## config.mk

```make
export PLATFORM = sky130hd
export DESIGN_NAME = midi_track_event_parser
export DESIGN_NICKNAME = d
export VERILOG_FILES = /design/src/hw/rtl/mtep_pkg.sv /design/src/hw/rtl/mtep_parser.sv /design/src/hw/rtl/mtep_queue.sv /design/src/hw/rtl/mtep_emitter.sv /design/src/hw/rtl/midi_track_event_parser.sv
export SDC_FILE = /design/constraint.sdc
export NUM_CORES = 1
export LEC_CHECK = 0
export BUFFER_PORTS_ARGS = -buffer_cell sky130_fd_sc_hd__buf_2
export CAP_MARGIN = 20
export CELL_PAD_IN_SITES_DETAIL_PLACEMENT = 1
export CELL_PAD_IN_SITES_GLOBAL_PLACEMENT = 1
export CORE_ASPECT_RATIO = 1.2
export CORE_MARGIN = 2
export CORE_UTILIZATION = 44
export CTS_CLUSTER_SIZE = 16
export DETAILED_ROUTE_END_ITERATION = 10
export GPL_TIMING_DRIVEN = 1
export HOLD_SLACK_MARGIN = 0.03
export PLACE_DENSITY_LB_ADDON = 0.15
export SLEW_MARGIN = 25
export SYNTH_ARGS = -nofsm -noshare
export SYNTH_HDL_FRONTEND = slang
export SYNTH_SLANG_ARGS = --single-unit
```

## constraint.sdc

```tcl
create_clock -name clk -period 13.56 [get_ports clk]
set_clock_uncertainty 0.05 [all_clocks]
set_input_delay 1.356 -clock clk [delete_from_list [all_inputs] [get_ports clk]]
set_output_delay 1.356 -clock clk [all_outputs]
set_load 0.05 [all_outputs]
```

## src/hw/rtl/mtep_pkg.sv

```systemverilog
// Shared types and constants of the MIDI track event parser.
`default_nettype none

package mtep_pkg;

    // Event queue between the parser and the output stage.
    localparam int QDepth = 4;
    localparam int QAw    = $clog2(QDepth);

    // Width of the packed result beat, padded to whole bytes.
    localparam int EventBits = 2 + 32 + 8 + 24;
    localparam int OutBytes  = (EventBits + 7) / 8;
    localparam int OutBits   = OutBytes * 8;

    // Status and meta codes.
    localparam logic [3:0] HiNoteOff   = 4'h8;
    localparam logic [3:0] HiNoteOn    = 4'h9;
    localparam logic [3:0] HiProgram   = 4'hC;
    localparam logic [3:0] HiPressure  = 4'hD;
    localparam logic [3:0] HiSystem    = 4'hF;
    localparam logic [7:0] StatMeta    = 8'hFF;
    localparam logic [7:0] MetaTempo   = 8'h51;

    // Kinds of result.
    localparam logic [1:0] KindNoteOff = 2'd0;
    localparam logic [1:0] KindNoteOn  = 2'd1;
    localparam logic [1:0] KindTempo   = 2'd2;

    typedef enum logic [3:0] {
        PH_DELTA     = 4'd0,
        PH_STATUS    = 4'd1,
        PH_NOTE      = 4'd2,
        PH_VEL       = 4'd3,
        PH_META_TYPE = 4'd4,
        PH_META_LEN  = 4'd5,
        PH_TEMPO     = 4'd6,
        PH_SKIP      = 4'd7,
        PH_SYSEX_LEN = 4'd8
    } mtep_phase_t;

    typedef struct packed {
        logic [23:0] tempo_us;
        logic [7:0]  note_number;
        logic [31:0] tick_stamp;
        logic [1:0]  event_kind;
    } mtep_event_t;

    // Write side of the event queue.
    typedef struct packed {
        logic        valid;
        mtep_event_t evt;
    } mtep_push_t;

    // Status of the event queue.
    typedef struct packed {
        logic full;
        logic empty;
    } mtep_qstat_t;

endpackage

`default_nettype wire

```

## src/hw/rtl/mtep_parser.sv

```systemverilog
// Front end: byte-serial track parser that classifies events and pushes results.
`default_nettype none

module mtep_parser
    import mtep_pkg::*;
(
    input  wire logic       clk,
    input  wire logic       rst_n,
    input  wire logic       accept,
    input  wire logic [7:0] data_byte,
    input  wire logic       track_start,
    output mtep_push_t      push
);

    mtep_phase_t ph_reg, ph_next;
    logic [31:0] dacc_reg, dacc_next;
    logic [31:0] tick_reg, tick_next;
    logic [7:0]  rs_reg, rs_next;
    logic [7:0]  ms_reg, ms_next;
    logic [7:0]  hn_reg, hn_next;
    logic [7:0]  mk_reg, mk_next;
    logic [31:0] lacc_reg, lacc_next;
    logic [31:0] skip_reg, skip_next;
    logic [23:0] tacc_reg, tacc_next;
    logic [1:0]  tseen_reg, tseen_next;

    // A track start clears everything before the byte is parsed.
    mtep_phase_t ph_c;
    logic [31:0] dacc_c, tick_c, lacc_c, skip_c;
    logic [7:0]  rs_c, ms_c, hn_c, mk_c;
    logic [23:0] tacc_c;
    logic [1:0]  tseen_c;

    assign ph_c    = track_start ? PH_DELTA : ph_reg;
    assign dacc_c  = track_start ? '0 : dacc_reg;
    assign tick_c  = track_start ? '0 : tick_reg;
    assign rs_c    = track_start ? '0 : rs_reg;
    assign ms_c    = track_start ? '0 : ms_reg;
    assign hn_c    = track_start ? '0 : hn_reg;
    assign mk_c    = track_start ? '0 : mk_reg;
    assign lacc_c  = track_start ? '0 : lacc_reg;
    assign skip_c  = track_start ? '0 : skip_reg;
    assign tacc_c  = track_start ? '0 : tacc_reg;
    assign tseen_c = track_start ? '0 : tseen_reg;

    always_comb
    begin
        logic [7:0]  msg_s;
        logic [3:0]  msg_hi;
        logic        is_data;
        logic [31:0] len_sh;
        logic [31:0] dacc_sh;
        logic [31:0] short_len;
        logic [23:0] tacc_sh;

        ph_next    = ph_c;
        dacc_next  = dacc_c;
        tick_next  = tick_c;
        rs_next    = rs_c;
        ms_next    = ms_c;
        hn_next    = hn_c;
        mk_next    = mk_c;
        lacc_next  = lacc_c;
        skip_next  = skip_c;
        tacc_next  = tacc_c;
        tseen_next = tseen_c;
        push       = '0;

        is_data   = !data_byte[7];
        msg_s     = is_data ? rs_c : data_byte;
        msg_hi    = msg_s[7:4];
        len_sh    = {lacc_c[24:0], data_byte[6:0]};
        dacc_sh   = {dacc_c[24:0], data_byte[6:0]};
        tacc_sh   = {tacc_c[15:0], data_byte};
        short_len = {24'd0, data_byte};

        unique case (ph_c)
            PH_STATUS:
            begin
                if (!is_data)
                begin
                    rs_next = data_byte;
                end
                ms_next = msg_s;
                if (msg_hi == HiNoteOff || msg_hi == HiNoteOn)
                begin
                    if (is_data)
                    begin
                        hn_next = data_byte;
                        ph_next = PH_VEL;
                    end
                    else
                    begin
                        ph_next = PH_NOTE;
                    end
                end
                else if (msg_s == StatMeta)
                begin
                    if (is_data)
                    begin
                        mk_next   = data_byte;
                        lacc_next = '0;
                        ph_next   = PH_META_LEN;
                    end
                    else
                    begin
                        ph_next = PH_META_TYPE;
                    end
                end
                else if (msg_hi == HiSystem)
                begin
                    if (is_data)
                    begin
                        // A data byte under a system status is a one-byte length.
                        lacc_next = short_len;
                        skip_next = short_len;
                        ph_next   = (data_byte == 8'd0) ? PH_DELTA : PH_SKIP;
                    end
                    else
                    begin
                        lacc_next = '0;
                        ph_next   = PH_SYSEX_LEN;
                    end
                end
                else if (msg_hi == HiProgram || msg_hi == HiPressure)
                begin
                    // One data byte; if this byte was it, the message is done.
                    skip_next = is_data ? 32'd0 : 32'd1;
                    ph_next   = is_data ? PH_DELTA : PH_SKIP;
                end
                else
                begin
                    skip_next = is_data ? 32'd1 : 32'd2;
                    ph_next   = PH_SKIP;
                end
            end
            PH_NOTE:
            begin
                hn_next = data_byte;
                ph_next = PH_VEL;
            end
            PH_VEL:
            begin
                push.valid           = 1'b1;
                push.evt.event_kind  = (ms_c[7:4] == HiNoteOn && data_byte != 8'd0)
                                       ? KindNoteOn : KindNoteOff;
                push.evt.tick_stamp  = tick_c;
                push.evt.note_number = hn_c;
                push.evt.tempo_us    = '0;
                ph_next              = PH_DELTA;
            end
            PH_META_TYPE:
            begin
                mk_next   = data_byte;
                lacc_next = '0;
                ph_next   = PH_META_LEN;
            end
            PH_META_LEN:
            begin
                lacc_next = len_sh;
                if (is_data)
                begin
                    if (mk_c == MetaTempo)
                    begin
                        tacc_next  = '0;
                        tseen_next = '0;
                        skip_next  = (len_sh > 32'd3) ? len_sh - 32'd3 : 32'd0;
                        ph_next    = PH_TEMPO;
                    end
                    else
                    begin
                        skip_next = len_sh;
                        ph_next   = (len_sh == 32'd0) ? PH_DELTA : PH_SKIP;
                    end
                end
            end
            PH_TEMPO:
            begin
                tacc_next = tacc_sh;
                if (tseen_c >= 2'd2)
                begin
                    push.valid           = 1'b1;
                    push.evt.event_kind  = KindTempo;
                    push.evt.tick_stamp  = tick_c;
                    push.evt.note_number = '0;
                    push.evt.tempo_us    = tacc_sh;
                    tseen_next           = '0;
                    ph_next              = (skip_c == 32'd0) ? PH_DELTA : PH_SKIP;
                end
                else
                begin
                    tseen_next = tseen_c + 2'd1;
                end
            end
            PH_SKIP:
            begin
                if (skip_c > 32'd1)
                begin
                    skip_next = skip_c - 32'd1;
                end
                else
                begin
                    skip_next = '0;
                    ph_next   = PH_DELTA;
                end
            end
            PH_SYSEX_LEN:
            begin
                lacc_next = len_sh;
                if (is_data)
                begin
                    skip_next = len_sh;
                    ph_next   = (len_sh == 32'd0) ? PH_DELTA : PH_SKIP;
                end
            end
            default:
            begin
                // Delta time, and any phase code that means nothing.
                ph_next = PH_DELTA;
                if (is_data)
                begin
                    tick_next = tick_c + dacc_sh;
                    dacc_next = '0;
                    ph_next   = PH_STATUS;
                end
                else
                begin
                    dacc_next = dacc_sh;
                end
            end
        endcase

        if (!accept)
        begin
            push.valid = 1'b0;
        end
    end

    always_ff @(posedge clk or negedge rst_n)
    begin
        if (!rst_n)
        begin
            ph_reg    <= PH_DELTA;
            dacc_reg  <= '0;
            tick_reg  <= '0;
            rs_reg    <= '0;
            ms_reg    <= '0;
            hn_reg    <= '0;
            mk_reg    <= '0;
            lacc_reg  <= '0;
            skip_reg  <= '0;
            tacc_reg  <= '0;
            tseen_reg <= '0;
        end
        else if (accept)
        begin
            ph_reg    <= ph_next;
            dacc_reg  <= dacc_next;
            tick_reg  <= tick_next;
            rs_reg    <= rs_next;
            ms_reg    <= ms_next;
            hn_reg    <= hn_next;
            mk_reg    <= mk_next;
            lacc_reg  <= lacc_next;
            skip_reg  <= skip_next;
            tacc_reg  <= tacc_next;
            tseen_reg <= tseen_next;
        end
    end

endmodule

`default_nettype wire

```

## src/hw/rtl/mtep_queue.sv

```systemverilog
// Short event queue between the parser and the output stage.
`default_nettype none

module mtep_queue
    import mtep_pkg::*;
(
    input  wire logic  clk,
    input  wire logic  rst_n,
    input  wire mtep_push_t push,
    input  wire logic  pop,
    output mtep_event_t head,
    output mtep_qstat_t stat
);

    mtep_event_t      mem [QDepth];
    logic [QAw-1:0]   wr_ptr_reg, rd_ptr_reg;
    logic [QAw:0]     count_reg, count_next;

    assign stat.full  = (count_reg == QDepth[QAw:0]);
    assign stat.empty = (count_reg == '0);
    assign head       = mem[rd_ptr_reg];

    always_comb
    begin
        count_next = count_reg;
        if (push.valid && !pop)
        begin
            count_next = count_reg + 1'b1;
        end
        else if (pop && !push.valid)
        begin
            count_next = count_reg - 1'b1;
        end
    end

    always_ff @(posedge clk)
    begin
        if (push.valid)
        begin
            mem[wr_ptr_reg] <= push.evt;
        end
    end

    always_ff @(posedge clk or negedge rst_n)
    begin
        if (!rst_n)
        begin
            wr_ptr_reg <= '0;
            rd_ptr_reg <= '0;
            count_reg  <= '0;
        end
        else
        begin
            if (push.valid)
            begin
                wr_ptr_reg <= wr_ptr_reg + 1'b1;
            end
            if (pop)
            begin
                rd_ptr_reg <= rd_ptr_reg + 1'b1;
            end
            count_reg <= count_next;
        end
    end

`ifndef ASSERT_OFF
    a_no_push_full: assert property (@(posedge clk) disable iff (!rst_n)
        push.valid |-> !stat.full)
        else $error("event pushed into a full queue");

    a_no_pop_empty: assert property (@(posedge clk) disable iff (!rst_n)
        pop |-> !stat.empty)
        else $error("event popped from an empty queue");

    a_count_bound: assert property (@(posedge clk) disable iff (!rst_n)
        count_reg <= QDepth[QAw:0])
        else $error("queue count beyond depth");

    a_count_step: assert property (@(posedge clk) disable iff (!rst_n)
        (push.valid && !pop) |=> (count_reg == $past(count_reg) + 1'b1))
        else $error("queue count did not follow a push");
`endif

endmodule

`default_nettype wire

```

## src/hw/rtl/mtep_emitter.sv

```systemverilog
// Back end: output register that takes events from the queue and presents result beats.
`default_nettype none

module mtep_emitter
    import mtep_pkg::*;
(
    input  wire logic        clk,
    input  wire logic        rst_n,
    input  wire mtep_event_t head,
    input  wire mtep_qstat_t stat,
    output logic             pop,
    output logic             m_axis_tvalid,
    input  wire logic        m_axis_tready,
    output logic [OutBits-1:0] m_axis_tdata
);

    logic        valid_reg;
    mtep_event_t evt_reg;

    assign pop = !stat.empty && (!valid_reg || m_axis_tready);

    always_ff @(posedge clk or negedge rst_n)
    begin
        if (!rst_n)
        begin
            valid_reg <= 1'b0;
        end
        else if (pop)
        begin
            valid_reg <= 1'b1;
        end
        else if (m_axis_tready)
        begin
            valid_reg <= 1'b0;
        end
    end

    always_ff @(posedge clk)
    begin
        if (pop)
        begin
            evt_reg <= head;
        end
    end

    assign m_axis_tvalid = valid_reg;
    assign m_axis_tdata  = {{(OutBits - EventBits){1'b0}}, evt_reg};

endmodule

`default_nettype wire

```

## src/hw/rtl/midi_track_event_parser.sv

```systemverilog
// Top level of the MIDI track event parser: parser, event queue and output stage.
`default_nettype none

// The block reads the body of a MIDI track chunk one byte per beat and reports
// note-on, note-off and tempo events, each stamped with the absolute tick of
// the track (a 32-bit count that wraps). Running status is honoured, a note-on
// with velocity zero is reported as a note-off, and other channel messages,
// meta events and SysEx are skipped by their fixed or stated length. Raise
// tuser with the first body byte of each track to clear the tick count and the
// parse state. Input bytes are taken at one per clock cycle while the event
// queue has room: the parser's phase machine does one transition per byte, and a
// result enters that four-entry queue in the cycle its last byte is accepted,
// then moves on to the output register once that register is free. The input
// side stalls only while the queue is full, so a slow consumer holds up the byte
// stream once five events are pending: four in the queue and one in the output register.
module midi_track_event_parser
    import mtep_pkg::*;
(
    input  wire logic               clk,
    input  wire logic               rst_n,
    input  wire logic               s_axis_tvalid,
    output logic                    s_axis_tready,
    input  wire logic [7:0]         s_axis_tdata,   // [7:0] data_byte
    input  wire logic               s_axis_tuser,   // [0] track_start
    output logic                    m_axis_tvalid,
    input  wire logic               m_axis_tready,
    // [1:0] event_kind, [33:2] tick_stamp, [41:34] note_number, [65:42] tempo_us,
    // upper bits zero
    output logic [OutBits-1:0]      m_axis_tdata
);

    mtep_push_t  push;
    mtep_qstat_t stat;
    mtep_event_t head;
    logic        pop;
    logic        accept;

    // A beat is taken whenever the queue has room for the event it might raise.
    assign s_axis_tready = !stat.full;
    assign accept        = s_axis_tvalid && s_axis_tready;

    mtep_parser u_parser (
        .clk         (clk),
        .rst_n       (rst_n),
        .accept      (accept),
        .data_byte   (s_axis_tdata),
        .track_start (s_axis_tuser),
        .push        (push)
    );

    mtep_queue u_queue (
        .clk   (clk),
        .rst_n (rst_n),
        .push  (push),
        .pop   (pop),
        .head  (head),
        .stat  (stat)
    );

    mtep_emitter u_emitter (
        .clk           (clk),
        .rst_n         (rst_n),
        .head          (head),
        .stat          (stat),
        .pop           (pop),
        .m_axis_tvalid (m_axis_tvalid),
        .m_axis_tready (m_axis_tready),
        .m_axis_tdata  (m_axis_tdata)
    );

endmodule

`default_nettype wire

```

==> qor.csv <==
metric,value,unit
outcome,"complete, no violations",
htree depth,2,
worst reg2reg path depth,8,
drt drc,0,
Synth Register Bits,502,
maximum clock frequency,0.214,GHz
RSZ-0062 raised after global routing,no,
Peak VDD IR,0.121,mV
Post-CTS Setup Bufs,0,
CP Data Required Time,14.01,ns
met1 usage,0.320,
# port buffers,80,
final WL,67900,um
deepest clock path buffer count,3,
Worst R2R End,u_parser.skip_reg[16],
sw power,1800,uW
Tcrit/Tclk final,0.344,
die height,260,um
DR iter-0 viols,1239,
"commonest non-fill, non-tap cell in the layout",edfxtp_1,
Pwr Total,5050,uW
type of element launching the critical path,input port,
root buf cell,clkbuf_16,
Hold Path Depth,2,
max_cap viols,0,
largest net degree at the start of global routing,75,
Post-synth EDFFs,330,
"Top FF cell, synth",edfxtp_1,
largest register by flop count,u_queue.mem,
TritonCTS Buffers,51,
Int Power,3250,uW
Setup Crit Path Kind,in2reg,
register area share after synthesis,0.593,
Antenna Cells,0,
Critical Path Sink Type,register,
Hold Buf Count CTS,0,
sum of negative setup slack,0,ns
Period minus WS final,4.67,ns
Worst slew margin,0.335,
starting density of the core,0.446,
Comb power frac,0.292,
Finish-stage setup viols,0,
met2 Use GR,0.414,
"Hold Violations, Final",0,
number of vias in the routed layout,16500,
worst hold-check path type,reg2reg,
busiest grt layer,met2,
vias in the first global route,17400,
PwrDens,188,nW/um^2
Post-synth ARST share,0.343,
chip width,217,um
met3 Track Usage GR,0.0296,
synthesis warning total,0,
GRT overflow,0,
max FFs per register,264,
mean post-synth cell area,12.4,um^2
worst-path fanout max,30,
utilization after layout,0.499,
Post-Syn Area,24000,um^2
CTS tree,yes,
total track usage,0.244,
Reg2Reg Setup Slack,9.56,ns
PostCTS Resize Cnt,0,
DR vias/cell,6.07,
Switching Share,0.356,
std cell rows,93,
final antenna-violating net count,0,
gpl congestion,0.869,
I/O Pins,87,
arrival time worst endpoint,5.12,ns
Leak Pwr,0.0101,uW
hpwl dp,44500,um
pins over their slew limit,0,
sequential power share,0.413,
Worst Hold Endpoint,u_parser.ms_reg[4],
Die ar.,56400,um^2
share of layout cells above drive strength 1,0.161,
reg2reg start,u_parser.lacc_reg[1],
first-pass GRT wire length,105000,um
worst hold start,u_parser.ms_reg[4],
Clock Latency Late Sink,0.62,ns
initial antenna violation count,2,
1st-pass router iterations,5,
most frequent cells in the layout,"330 x edfxtp_1, 173 x nand2_1, 170 x dfrtp_1, 160 x o21ai_0, 92 x a21oi_1",
Num Clock Sinks,502,
Clock power frac,0.295,
synthesis-to-finish area growth,11.8,%
Worst-Margin Slew,0.998,ns
core footprint,53800,um^2
clock-pin slew on the worst setup and hold paths,0.06,ns
Nets,2030,
unique cell type count in the Yosys netlist,102,
routed length per instance,24.9,um
post-synthesis cell count,1930,
## cells in the mapped netlist, types with 6 or more instances
master	count	area, um^2
a211oi_1	10	75.1
o21ai_2	8	70.1
a21o_1	15	113
clkbuf_1	89	334
a21boi_0	6	45.0
xor2_1	16	140
o311ai_0	10	87.6
and2_1	73	457
a21oi_1	93	465
buf_1	13	48.8
nor3_1	40	200
buf_4	15	113
dfrtp_1	172	4300
edfxtp_1	330	9910
inv_1	22	82.6
nand2_1	174	653
a31oi_1	13	81.3
nand3_1	33	165
o31ai_1	12	90.1
a22o_1	57	499
o22ai_1	12	75.1
xnor2_1	22	193
a22oi_1	33	248
nor2_1	92	345
a32o_1	10	100
or3_1	11	68.8
o21a_1	10	75.1
ha_1	42	526
a221oi_1	7	61.3
o21ai_0	161	806
a32oi_1	7	61.3
mux4_2	66	1490
nand2b_1	13	81.3
nor4_1	16	100
nor2b_1	67	419
buf_2	7	35.0
or2_2	9	56.3
nand4_1	9	56.3
and3_1	11	68.8
o211ai_1	11	82.6
## worst max path at each step
stage / from / slack (ns) / end / depth (start not counted)
floorplan: m_axis_tready / 7.42 / u_queue.count_reg[1] / 7
global placement: s_axis_tuser / 8.36 / u_parser.tick_reg[31] / 15
detailed placement: s_axis_tuser / 8.26 / u_parser.tick_reg[31] / 15
CTS: s_axis_tuser / 8.91 / u_parser.tick_reg[31] / 15
global route: s_axis_tuser / 8.58 / u_parser.tick_reg[30] / 14
finish: s_axis_tuser / 8.89 / u_parser.tick_reg[31] / 15
## layer usage
layer	wire, um	part of all wire
met5	13	0.00019
met3	2540	0.037
met4	2520	0.037
met2	33300	0.49
met1	29500	0.43
## power groups by stage
stage / Clock [uW] / Sequential, uW / Combinational, uW
6_report: 1490 / 2090 / 1470
3_3_place_gp: 0 / 2110 / 1460
3_5_place_dp: 0 / 2120 / 1490
5_1_grt: 1570 / 2120 / 1590
4_1_cts: 1520 / 2090 / 1490
2_1_floorplan: 0 / 2330 / 835
## critical path, cell delays in order
cell	delay, ns
buf_4	0.32
buf_4	0.42
clkinv_1	0.15
nand2_1	0.13
inv_1	0.06
ha_1	0.28
a211oi_1	0.26
nor2_1	0.13
o31ai_1	0.53
a21o_1	0.22
nand3b_1	0.10
a211o_1	0.30
a21bo_2	0.25
mux2_2	0.28
a311o_1	0.31
## through the flow
step	setup WS (ns)	hold slack [ns]	cell area (um^2)	std cells
global route	8.58	0.451	26800	2726
finish	8.89	0.414	26800	2726
floorplan	7.42	0.387	24000	1935
CTS	8.91	0.420	26800	2725
detailed placement	8.26	0.406	25000	2631
global placement	8.36	0.411	25000	2631
## area by class of cell
| cell class | instances | area, um^2 |
|---|---|---|
| clock inverter | 36 | 464 |
| tap | 712 | 891 |
| inverter | 23 | 86.3 |
| fill | 5572 | 26900 |
| sequential | 502 | 14200 |
| timing repair buffer | 112 | 673 |
| clock buffer | 58 | 1310 |
| multi-input combinational | 1283 | 9170 |
## logic make-up (layout without fill, tap and decap cells)
| group | count (synthesis) | count (layout) | synth area share |
|---|---|---|---|
| other | 1 | 6 | 0.000156 |
| multiplexers | 73 | 73 | 0.0651 |
| flip-flops | 502 | 502 | 0.593 |
| buffers and inverters | 150 | 229 | 0.0275 |
| AND/OR/NAND/NOR | 594 | 594 | 0.130 |
| adder cells (fa/ha/maj) | 44 | 44 | 0.0236 |
| XOR/XNOR | 38 | 38 | 0.0139 |
| AO/OA/AOI/OAI | 528 | 528 | 0.147 |
(Power assumes the default switching activity.)
